$ cat src/rtl/core/ggs_pkg.sv
// Shared types, constants and helpers for the geometric gap sampler.
`default_nettype none
package ggs_pkg;

    localparam int DEF_GAP_WIDTH     = 21;
    localparam int DEF_LOG_FRAC_BITS = 26;

    localparam logic [14:0] LCG_MUL      = 15'd16807;
    localparam logic [30:0] LCG_MOD      = 31'h7FFF_FFFF;
    localparam logic [30:0] SEED_DEFAULT = 31'd35749;
    localparam logic [15:0] MEAN_DEFAULT = 16'd100;

    localparam int CFG_IDX_W = 2;
    localparam int CFG_DATA_W = 31;
    localparam logic [CFG_IDX_W-1:0] REG_SEED = 2'd0;
    localparam logic [CFG_IDX_W-1:0] REG_MEAN = 2'd1;

    typedef enum logic [3:0] {
        ST_IDLE,
        ST_LG_LOAD,
        ST_LG_NORM,
        ST_LG_SQ,
        ST_LG_END,
        ST_LCG_MUL,
        ST_LCG_FOLD,
        ST_DIV,
        ST_EVAL
    } state_t;

    typedef enum logic [1:0] {
        SEL_MEAN,
        SEL_MEAN1,
        SEL_X
    } log_sel_t;

    typedef struct packed {
        logic     ld_log;
        logic     norm;
        logic     sq;
        logic     commit;
        logic     lcg_mul;
        logic     lcg_fold;
        logic     div_step;
        logic     out_ld;
        log_sel_t sel;
    } cmd_t;

    typedef struct packed {
        logic y_top;
        logic sq_last;
        logic div_last;
        logic mean_small;
        logic denom_zero;
        logic reject;
    } sts_t;

    // Fixed log2 of the generator modulus, evaluated at elaboration
    function automatic logic [63:0] log_mod_fixed(input int frac_bits);
        logic [63:0] y;
        logic [63:0] frac;
        int i;
        y = {33'd0, LCG_MOD} << 1;
        frac = 64'd0;
        for (i = 0; i < frac_bits; i++)
        begin
            y = (y * y) >> 31;
            frac = frac << 1;
            if (y >= (64'd1 << 32))
            begin
                y = y >> 1;
                frac = frac | 64'd1;
            end
        end
        return (64'd30 << frac_bits) | frac;
    endfunction

endpackage
`default_nettype wire

$ cat src/rtl/core/geometric_gap_sampler_top.sv
// Top level of the geometric gap sampler.
//
//  channel  direction  handshake              payload
//  cfg      in         cfg_we                 cfg_index, cfg_data
//  in       in         in_valid / in_ready    draw_request
//  out      out        out_valid / out_ready  gap_length, saturated
//
// A draw runs up to three logs, the generator multiply and fold, the restoring
// divider and an accept and a result step.
// Each redraw repeats one log, the generator and the divider. The log uses a single
// shared squaring multiplier; the divider makes one quotient bit per cycle.
// Reset loads seed 35749 and mean 100; no clearing pass. A beat of draw 0 is
// taken and dropped. The finished result waits in the output register.
`default_nettype none
module geometric_gap_sampler_top #(
    parameter int GAP_WIDTH     = ggs_pkg::DEF_GAP_WIDTH,
    parameter int LOG_FRAC_BITS = ggs_pkg::DEF_LOG_FRAC_BITS
) (
    input  wire logic                            clk,
    input  wire logic                            rst_n,
    input  wire logic                            cfg_we,
    input  wire logic [ggs_pkg::CFG_IDX_W-1:0]   cfg_index,
    input  wire logic [ggs_pkg::CFG_DATA_W-1:0]  cfg_data,
    input  wire logic                            in_valid,
    output logic                                 in_ready,
    input  wire logic                            draw_request,
    output logic                                 out_valid,
    input  wire logic                            out_ready,
    output logic [GAP_WIDTH-1:0]                 gap_length,
    output logic                                 saturated
);
    import ggs_pkg::*;

    cmd_t cmd;
    sts_t sts;

    ggs_ctrl u_ctrl (
        .clk          (clk),
        .rst_n        (rst_n),
        .in_valid     (in_valid),
        .in_ready     (in_ready),
        .draw_request (draw_request),
        .out_valid    (out_valid),
        .out_ready    (out_ready),
        .sts          (sts),
        .cmd          (cmd)
    );

    ggs_datapath #(
        .GAP_WIDTH     (GAP_WIDTH),
        .LOG_FRAC_BITS (LOG_FRAC_BITS)
    ) u_datapath (
        .clk        (clk),
        .rst_n      (rst_n),
        .cfg_we     (cfg_we),
        .cfg_index  (cfg_index),
        .cfg_data   (cfg_data),
        .cmd        (cmd),
        .sts        (sts),
        .gap_length (gap_length),
        .saturated  (saturated)
    );

endmodule
`default_nettype wire

$ cat src/rtl/core/ggs_ctrl.sv
// Sequencer for the sampler: log, generator, divide and output steps.
`default_nettype none
module ggs_ctrl (
    input  wire logic          clk,
    input  wire logic          rst_n,
    input  wire logic          in_valid,
    output logic               in_ready,
    input  wire logic          draw_request,
    output logic               out_valid,
    input  wire logic          out_ready,
    input  wire ggs_pkg::sts_t sts,
    output ggs_pkg::cmd_t      cmd
);
    import ggs_pkg::*;

    state_t   state_reg, state_next;
    log_sel_t sel_reg, sel_next;
    logic     out_valid_reg, out_valid_next;
    logic     out_free;

    assign out_free  = !out_valid_reg || out_ready;
    assign in_ready  = (state_reg == ST_IDLE);
    assign out_valid = out_valid_reg;

    always_ff @(posedge clk or negedge rst_n)
    begin
        if (!rst_n)
        begin
            state_reg     <= ST_IDLE;
            sel_reg       <= SEL_MEAN;
            out_valid_reg <= 1'b0;
        end
        else
        begin
            state_reg     <= state_next;
            sel_reg       <= sel_next;
            out_valid_reg <= out_valid_next;
        end
    end

    always_comb
    begin
        state_next = state_reg;
        sel_next   = sel_reg;
        unique case (state_reg)
            ST_IDLE:
            begin
                if (in_valid && draw_request)
                begin
                    sel_next   = SEL_MEAN;
                    state_next = sts.mean_small ? ST_LCG_MUL : ST_LG_LOAD;
                end
            end
            ST_LG_LOAD: state_next = ST_LG_NORM;
            ST_LG_NORM:
            begin
                if (sts.y_top)
                    state_next = ST_LG_SQ;
            end
            ST_LG_SQ:
            begin
                if (sts.sq_last)
                    state_next = ST_LG_END;
            end
            ST_LG_END:
            begin
                unique case (sel_reg)
                    SEL_MEAN:
                    begin
                        sel_next   = SEL_MEAN1;
                        state_next = ST_LG_LOAD;
                    end
                    SEL_MEAN1: state_next = ST_LCG_MUL;
                    default:   state_next = ST_DIV;
                endcase
            end
            ST_LCG_MUL: state_next = ST_LCG_FOLD;
            ST_LCG_FOLD:
            begin
                if (sts.mean_small || sts.denom_zero)
                    state_next = ST_EVAL;
                else
                begin
                    sel_next   = SEL_X;
                    state_next = ST_LG_LOAD;
                end
            end
            ST_DIV:
            begin
                if (sts.div_last)
                    state_next = ST_EVAL;
            end
            ST_EVAL:
            begin
                if (sts.reject)
                    state_next = ST_LCG_MUL;
                else if (out_free)
                    state_next = ST_IDLE;
            end
            default: state_next = ST_IDLE;
        endcase
    end

    always_comb
    begin
        cmd          = '0;
        cmd.sel      = sel_reg;
        cmd.ld_log   = (state_reg == ST_LG_LOAD);
        cmd.norm     = (state_reg == ST_LG_NORM) && !sts.y_top;
        cmd.sq       = (state_reg == ST_LG_SQ);
        cmd.commit   = (state_reg == ST_LG_END);
        cmd.lcg_mul  = (state_reg == ST_LCG_MUL);
        cmd.lcg_fold = (state_reg == ST_LCG_FOLD);
        cmd.div_step = (state_reg == ST_DIV);
        cmd.out_ld   = (state_reg == ST_EVAL) && !sts.reject && out_free;

        out_valid_next = out_valid_reg;
        if (out_ready)
            out_valid_next = 1'b0;
        if (cmd.out_ld)
            out_valid_next = 1'b1;
    end

endmodule
`default_nettype wire

$ cat src/rtl/core/ggs_datapath.sv
// Generator, iterative fixed-point log, restoring divider and result register.
`default_nettype none
module ggs_datapath #(
    parameter int GAP_WIDTH     = ggs_pkg::DEF_GAP_WIDTH,
    parameter int LOG_FRAC_BITS = ggs_pkg::DEF_LOG_FRAC_BITS
) (
    input  wire logic                            clk,
    input  wire logic                            rst_n,
    input  wire logic                            cfg_we,
    input  wire logic [ggs_pkg::CFG_IDX_W-1:0]   cfg_index,
    input  wire logic [ggs_pkg::CFG_DATA_W-1:0]  cfg_data,
    input  wire ggs_pkg::cmd_t                   cmd,
    output ggs_pkg::sts_t                        sts,
    output logic [GAP_WIDTH-1:0]                 gap_length,
    output logic                                 saturated
);
    import ggs_pkg::*;

    localparam int QW   = LOG_FRAC_BITS + 5;
    localparam int CW   = $clog2(QW);
    localparam int CMPW = (QW > GAP_WIDTH + 1) ? QW : GAP_WIDTH + 1;
    localparam logic [QW-1:0]        LOG_M   = QW'(log_mod_fixed(LOG_FRAC_BITS));
    localparam logic [GAP_WIDTH-1:0] GAP_MAX = {GAP_WIDTH{1'b1}};

    logic [30:0]              x_reg;
    logic [15:0]              mean_reg;
    logic [GAP_WIDTH:0]       last_reg;
    logic [45:0]              prod_reg;
    logic [31:0]              y_reg;
    logic [4:0]               e_reg;
    logic [LOG_FRAC_BITS-1:0] frac_reg;
    logic [CW-1:0]            cnt_reg;
    logic [QW-1:0]            lm_reg, denom_reg, q_reg, rem_reg;
    logic [GAP_WIDTH-1:0]     gap_reg;
    logic                     sat_reg;

    logic [30:0]          seed_safe, log_opd;
    logic [31:0]          fold_sum;
    logic [30:0]          fold_res;
    logic [63:0]          sq_full;
    logic [32:0]          sq_t;
    logic [QW-1:0]        log_val, num_c;
    logic [QW:0]          div_tr;
    logic                 div_ge;
    logic [CMPW-1:0]      q_ext;
    logic                 q_big;
    logic [GAP_WIDTH-1:0] gap_c;
    logic                 sat_c;

    // Seeds that would lock the generator fall back to the default
    always_comb
    begin
        seed_safe = cfg_data[30:0];
        if (seed_safe == 31'd0 || seed_safe == LCG_MOD)
            seed_safe = SEED_DEFAULT;
    end

    // Mersenne fold: hi + lo, one conditional subtract
    assign fold_sum = {1'b0, prod_reg[30:0]} + {17'd0, prod_reg[45:31]};
    assign fold_res = (fold_sum >= {1'b0, LCG_MOD}) ? 31'(fold_sum - {1'b0, LCG_MOD})
                                                     : fold_sum[30:0];

    always_comb
    begin
        case (cmd.sel)
            SEL_MEAN:  log_opd = {15'd0, mean_reg};
            SEL_MEAN1: log_opd = {15'd0, 16'(mean_reg - 16'd1)};
            default:   log_opd = x_reg;
        endcase
        if (log_opd == 31'd0)
            log_opd = 31'd1;
    end

    assign sq_full = y_reg * y_reg;
    assign sq_t    = sq_full[63:31];
    assign log_val = {e_reg, frac_reg};
    assign num_c   = (LOG_M > log_val) ? QW'(LOG_M - log_val) : '0;

    assign div_tr = {rem_reg, q_reg[QW-1]};
    assign div_ge = (div_tr >= {1'b0, denom_reg});

    assign q_ext = CMPW'(q_reg);
    assign q_big = (q_ext >= CMPW'(GAP_MAX));

    always_comb
    begin
        sat_c = 1'b0;
        if (sts.mean_small)
            gap_c = GAP_WIDTH'(1);
        else if (sts.denom_zero || q_big)
        begin
            gap_c = GAP_MAX;
            sat_c = 1'b1;
        end
        else
            gap_c = GAP_WIDTH'(q_ext + CMPW'(1));
    end

    assign sts.y_top      = y_reg[31];
    assign sts.sq_last    = (cnt_reg == CW'(LOG_FRAC_BITS - 1));
    assign sts.div_last   = (cnt_reg == CW'(QW - 1));
    assign sts.mean_small = (mean_reg < 16'd2);
    assign sts.denom_zero = (denom_reg == '0);
    assign sts.reject     = ({1'b0, gap_c} == last_reg);

    assign gap_length = gap_reg;
    assign saturated  = sat_reg;

    always_ff @(posedge clk or negedge rst_n)
    begin
        if (!rst_n)
        begin
            x_reg    <= SEED_DEFAULT;
            mean_reg <= MEAN_DEFAULT;
            last_reg <= '0;
        end
        else
        begin
            if (cfg_we && cfg_index == REG_SEED)
                x_reg <= seed_safe;
            else if (cmd.lcg_fold)
                x_reg <= fold_res;
            if (cfg_we && cfg_index == REG_MEAN)
                mean_reg <= cfg_data[15:0];
            if (cmd.out_ld)
                last_reg <= {1'b0, gap_c} + (GAP_WIDTH+1)'(1);
        end
    end

    always_ff @(posedge clk)
    begin
        if (cmd.lcg_mul)
            prod_reg <= x_reg * LCG_MUL;

        if (cmd.ld_log)
        begin
            y_reg   <= {1'b0, log_opd};
            e_reg   <= 5'd31;
            cnt_reg <= '0;
        end
        else if (cmd.norm)
        begin
            y_reg <= {y_reg[30:0], 1'b0};
            e_reg <= e_reg - 5'd1;
        end
        else if (cmd.sq)
        begin
            y_reg    <= sq_t[32] ? sq_t[32:1] : sq_t[31:0];
            frac_reg <= {frac_reg[LOG_FRAC_BITS-2:0], sq_t[32]};
            cnt_reg  <= cnt_reg + CW'(1);
        end
        else if (cmd.commit)
        begin
            cnt_reg <= '0;
            case (cmd.sel)
                SEL_MEAN:  lm_reg    <= log_val;
                SEL_MEAN1: denom_reg <= QW'(lm_reg - log_val);
                default:
                begin
                    q_reg   <= num_c;
                    rem_reg <= '0;
                end
            endcase
        end
        else if (cmd.div_step)
        begin
            rem_reg <= div_ge ? QW'(div_tr - {1'b0, denom_reg}) : div_tr[QW-1:0];
            q_reg   <= {q_reg[QW-2:0], div_ge};
            cnt_reg <= cnt_reg + CW'(1);
        end

        if (cmd.out_ld)
        begin
            gap_reg <= gap_c;
            sat_reg <= sat_c;
        end
    end

endmodule
`default_nettype wire
$ cat config.mk
export PLATFORM = sky130hd
export DESIGN_NAME = geometric_gap_sampler_top
export DESIGN_NICKNAME = d
export VERILOG_FILES = /design/src/rtl/core/ggs_pkg.sv /design/src/rtl/core/geometric_gap_sampler_top.sv /design/src/rtl/core/ggs_ctrl.sv /design/src/rtl/core/ggs_datapath.sv
export SDC_FILE = /design/constraint.sdc
export NUM_CORES = 2
export LEC_CHECK = 0
export ABC_AREA = 1
export BUFFER_PORTS_ARGS = -buffer_cell sky130_fd_sc_hd__buf_2
export CAP_MARGIN = 30
export CORE_MARGIN = 3
export CORE_UTILIZATION = 50
export CTS_CLUSTER_SIZE = 28
export DETAILED_ROUTE_END_ITERATION = 8
export PLACE_DENSITY = 0.75
export RECOVER_POWER = 100
export REMOVE_ABC_BUFFERS = 1
export SYNTH_ARGS = -nofsm -noshare
export SYNTH_HDL_FRONTEND = slang
export SYNTH_SLANG_ARGS = --single-unit
$ cat constraint.sdc
create_clock -name clk -period 8.13 [get_ports clk]
set_clock_uncertainty 0.2 [all_clocks]
set_input_delay 0.4065 -clock clk [delete_from_list [all_inputs] [get_ports clk]]
set_output_delay 0.4065 -clock clk [all_outputs]
set_load 0.005 [all_outputs]
==> results.txt <==
- Along the worst path, the maximum fanout reaches 25.
* Required time at the endpoint of the critical path: 8240 ps
- The synthesized netlist contains 61 unique library cells.
- The count of endpoints failing hold in the final timing report came to 0.
- Dividing the detail-routed via count by the number of cells gives 5.31.
- The detail route stage leaves a number of antenna-violating nets equal to 0.
- In this design, the critical path's most frequently occurring cell is fa_1.
* Row count: about 130
- Number of synthesized register bits: 336
- Clock latency on the worst-skew pair: 580 ps
- Boundary Pins: 63
- Number of maximum-capacitance violations: 9
- Fraction of layout cells with a size suffix above 1: 4.74%
* Slack of the critical path: 175 ps
- In this run the tightest slew margin relative to its limit is -173%.
- Global routing used 27.6% of the available tracks.
- Crit Path Class: reg2reg
* Worst hold slack: 22.8 ps
* Leading cell types by total area after synthesis: fa_1 (31%), edfxtp_1 (12%), inv_1 (12%), ha_1 (12%), nand2_1 (9.6%)
* Die area: roughly 120000 um^2
- Wires add up to between 150000 and 200000 um.
* Area growth from synthesis to final layout: 8.10%
* Chip width: around 350 um
- Number of enable-type register cells in the synthesized netlist: 249
* Synthesis warning total: 0
- Clk pin slew, worst setup/hold paths: around 60 ps
- Via count of the first global-routing pass: 50400
- Violated checks: capacitance limit, slew limit
* Post-synthesis sequential area ratio: 16.0%
- Total core area: 119000 um^2
* Slowest cell on crit path: fa_1
* Synth area leader: fa_1
- Number of buffers added by the clock tree synthesis step: 40
* Post-route clock period utilization: 97.8%
- STA classifies the critical path endpoint as a register.
- DR pass1 iterations: 6
* Worst setup slack before clock tree synthesis: 24.3 ps
* Total number of clock tree sinks: 336
* Yosys top cell area share: 31.0%
- Time the worst path needs with I/O delays and setup: 7950 ps
* Post-Syn Instances: 7448
- Slew at the pin closest to its max-slew limit: 4090 ps
- Nets: 9084
- Placed wire-length estimate after detailed placement: about 140000 um
- Setup violations remaining at the end of the flow were counted as 0.
- Largest register FFs: 46
* Antenna violations before repair: 0
- Die Y: 352 um
- Routability-driven placement finished with a final weighted congestion of between 1 and 1.5.
- After the flow finishes, the layout carries non-filler instances totaling between 9000 and 10000.
- The final route contains around 49000 vias.
* Startpoint type of the worst setup path: register
* Post-Route Setup TNS: 0 ps
- Top-count cell post-synth: inv_1
- The average instance in the mapped netlist occupies between 8 and 9 um^2.
- The H-tree was split into 2 levels.
* Fmax: between 100 and 150 MHz
- The largest single stage delay on the critical path is 550 ps.
- DR WL/cell: between 15 and 20 um
- Data on the critical path arrives at its endpoint at 8060 ps.
- Counting instances in the post-synthesis netlist gives the leading cell types as inv_1 (1985), nand2_1 (1532), fa_1 (928).
- The path class of the tightest hold or removal check is in2reg.
- Maximum number of buffers from clock root to sink: 3
- After detailed routing, the number of remaining DRC violations is 0.
* Outcome: finished, violations left
* Number of instances in the placed design: 9066
- Buffer type at the clock tree root: clkbuf_16
- Entering global routing, the biggest net connects 66 pins.
* Detailed router's first-iteration violation count: around 4300
- Wire length of the first global-routing pass: 273000 um
* Starting Density: 50.5%
- Number of fill cells in the layout: 10900
* Fraction of synthesis flops using an asynchronous set or reset pin: ~23%
- Number of diodes: 0
- CTS tree: built
- Unrepaired setup endpoints after global routing: yes
- For this run, the leading register cell type out of synthesis is edfxtp_1.
- Max Slew Vio Count: 378
- In this run the cell area of the synthesized design comes to between 50000 and 60000 um^2.
* GR Overflow Total: 0
- Buffers placed on the I/O ports in this run total 62.
==> cells in the final DEF, fill, tap and decap left out, drive strengths merged, types with 7 or more instances in the layout <==
cell type    count
or2             14
xnor2           72
a21oi          281
nand4           51
clkbuf          87
xor2           154
o21a            11
a21o            28
buf            179
dlygate4sd3     18
clkinv          19
a31oi           44
inv           1995
a21boi          15
o211ai          12
nor2           471
o21bai          37
fa             928
nand3b          19
o21ai          255
o22ai           31
nand2         1543
and3             7
nand3          277
dfrtp           65
nor3            51
ha             573
nor4            20
dfxtp           11
edfxtp         249
dfstp           11
==> critical path: cells and delay by family (launching register included) <==
kind                     cells  cell delay (ps)
buffers and inverters        9              770
AO/OA/AOI/OAI                5             1060
XOR/XNOR                     1              220
flip-flops                   1              420
AND/OR/NAND/NOR              6              630
adder cells (fa/ha/maj)      9             4330
==> through the flow <==
stage	instance area (um^2)	util [%]
2_1_floorplan	59200	-
3_3_place_gp	62900	53.1
3_5_place_dp	63000	53.2
4_1_cts	64500	54.4
5_1_grt	64800	54.6
6_report	64800	54.6
==> area by class of cell <==
cell class	count	area, um^2	share of cell area, %
tap	1600	2000	3.09
timing repair buffer	237	2150	3.31
clock inverter	27	218	0.336
sequential	336	9610	14.8
inverter	1994	7480	11.6
multi-input combinational	4935	42200	65.2
clock buffer	47	1070	1.65
==> cells by family (layout without fill, tap and decap cells) <==
| logic type | after synthesis | after routing | synth area share, % |
|---|---|---|---|
| DFF | 336 | 336 | 16.0 |
| adders and majority gates | 1501 | 1501 | 43.0 |
| xor gates and xnor gates | 226 | 226 | 3.32 |
| AOI/OAI and AO/OA | 751 | 751 | 7.14 |
| and+or+nand+nor | 2457 | 2457 | 16.8 |
| buffers and inverters | 2177 | 2305 | 13.8 |
==> path summary, 6_finish.rpt <==
kind                                                     from                                   to  slack, ps  cells after the start
hold reg to reg            u_datapath.mean_reg[2]$_DFFE_PN1P_   u_datapath.mean_reg[2]$_DFFE_PN1P_        300                      2
setup / recovery                u_datapath.y_reg[4]$_DFFE_PP_        u_datapath.y_reg[1]$_DFFE_PP_        180                     30
hold / removal                                   cfg_data[29]     u_datapath.x_reg[29]$_DFFE_PN0P_         20                      5
max in group asynchronous                               rst_n  u_datapath.mean_reg[12]$_DFFE_PN0P_       2850                      4
min in group asynchronous                               rst_n         u_ctrl.out_valid$_DFFE_PN0P_        250                      2
setup reg to reg                u_datapath.y_reg[4]$_DFFE_PP_        u_datapath.y_reg[1]$_DFFE_PP_        180                     30
==> timing repair <==
item                       4_1_cts  5_1_grt
gates resized for setup          1       66
hold endpoints to repair        28        0
hold buffers                    18        0
setup endpoints to repair        2       33
cloned                           0        5
buffers inserted                 0       11
pin swaps                        0        8
==> metal layers <==
metal | global-route usage (%) | vias up | wire length [um]
li1 | - | 22800 | -
met1 | 37.3 | 23600 | 70900
met2 | 45.1 | 1896 | 78600
met3 | 4.12 | 414 | 13600
met4 | 10.5 | 0 | 7800
met5 | 0 | - | 0
Power is not shown: default switching activity piles up to over one toggle a cycle in this logic, so the estimate is an artifact.
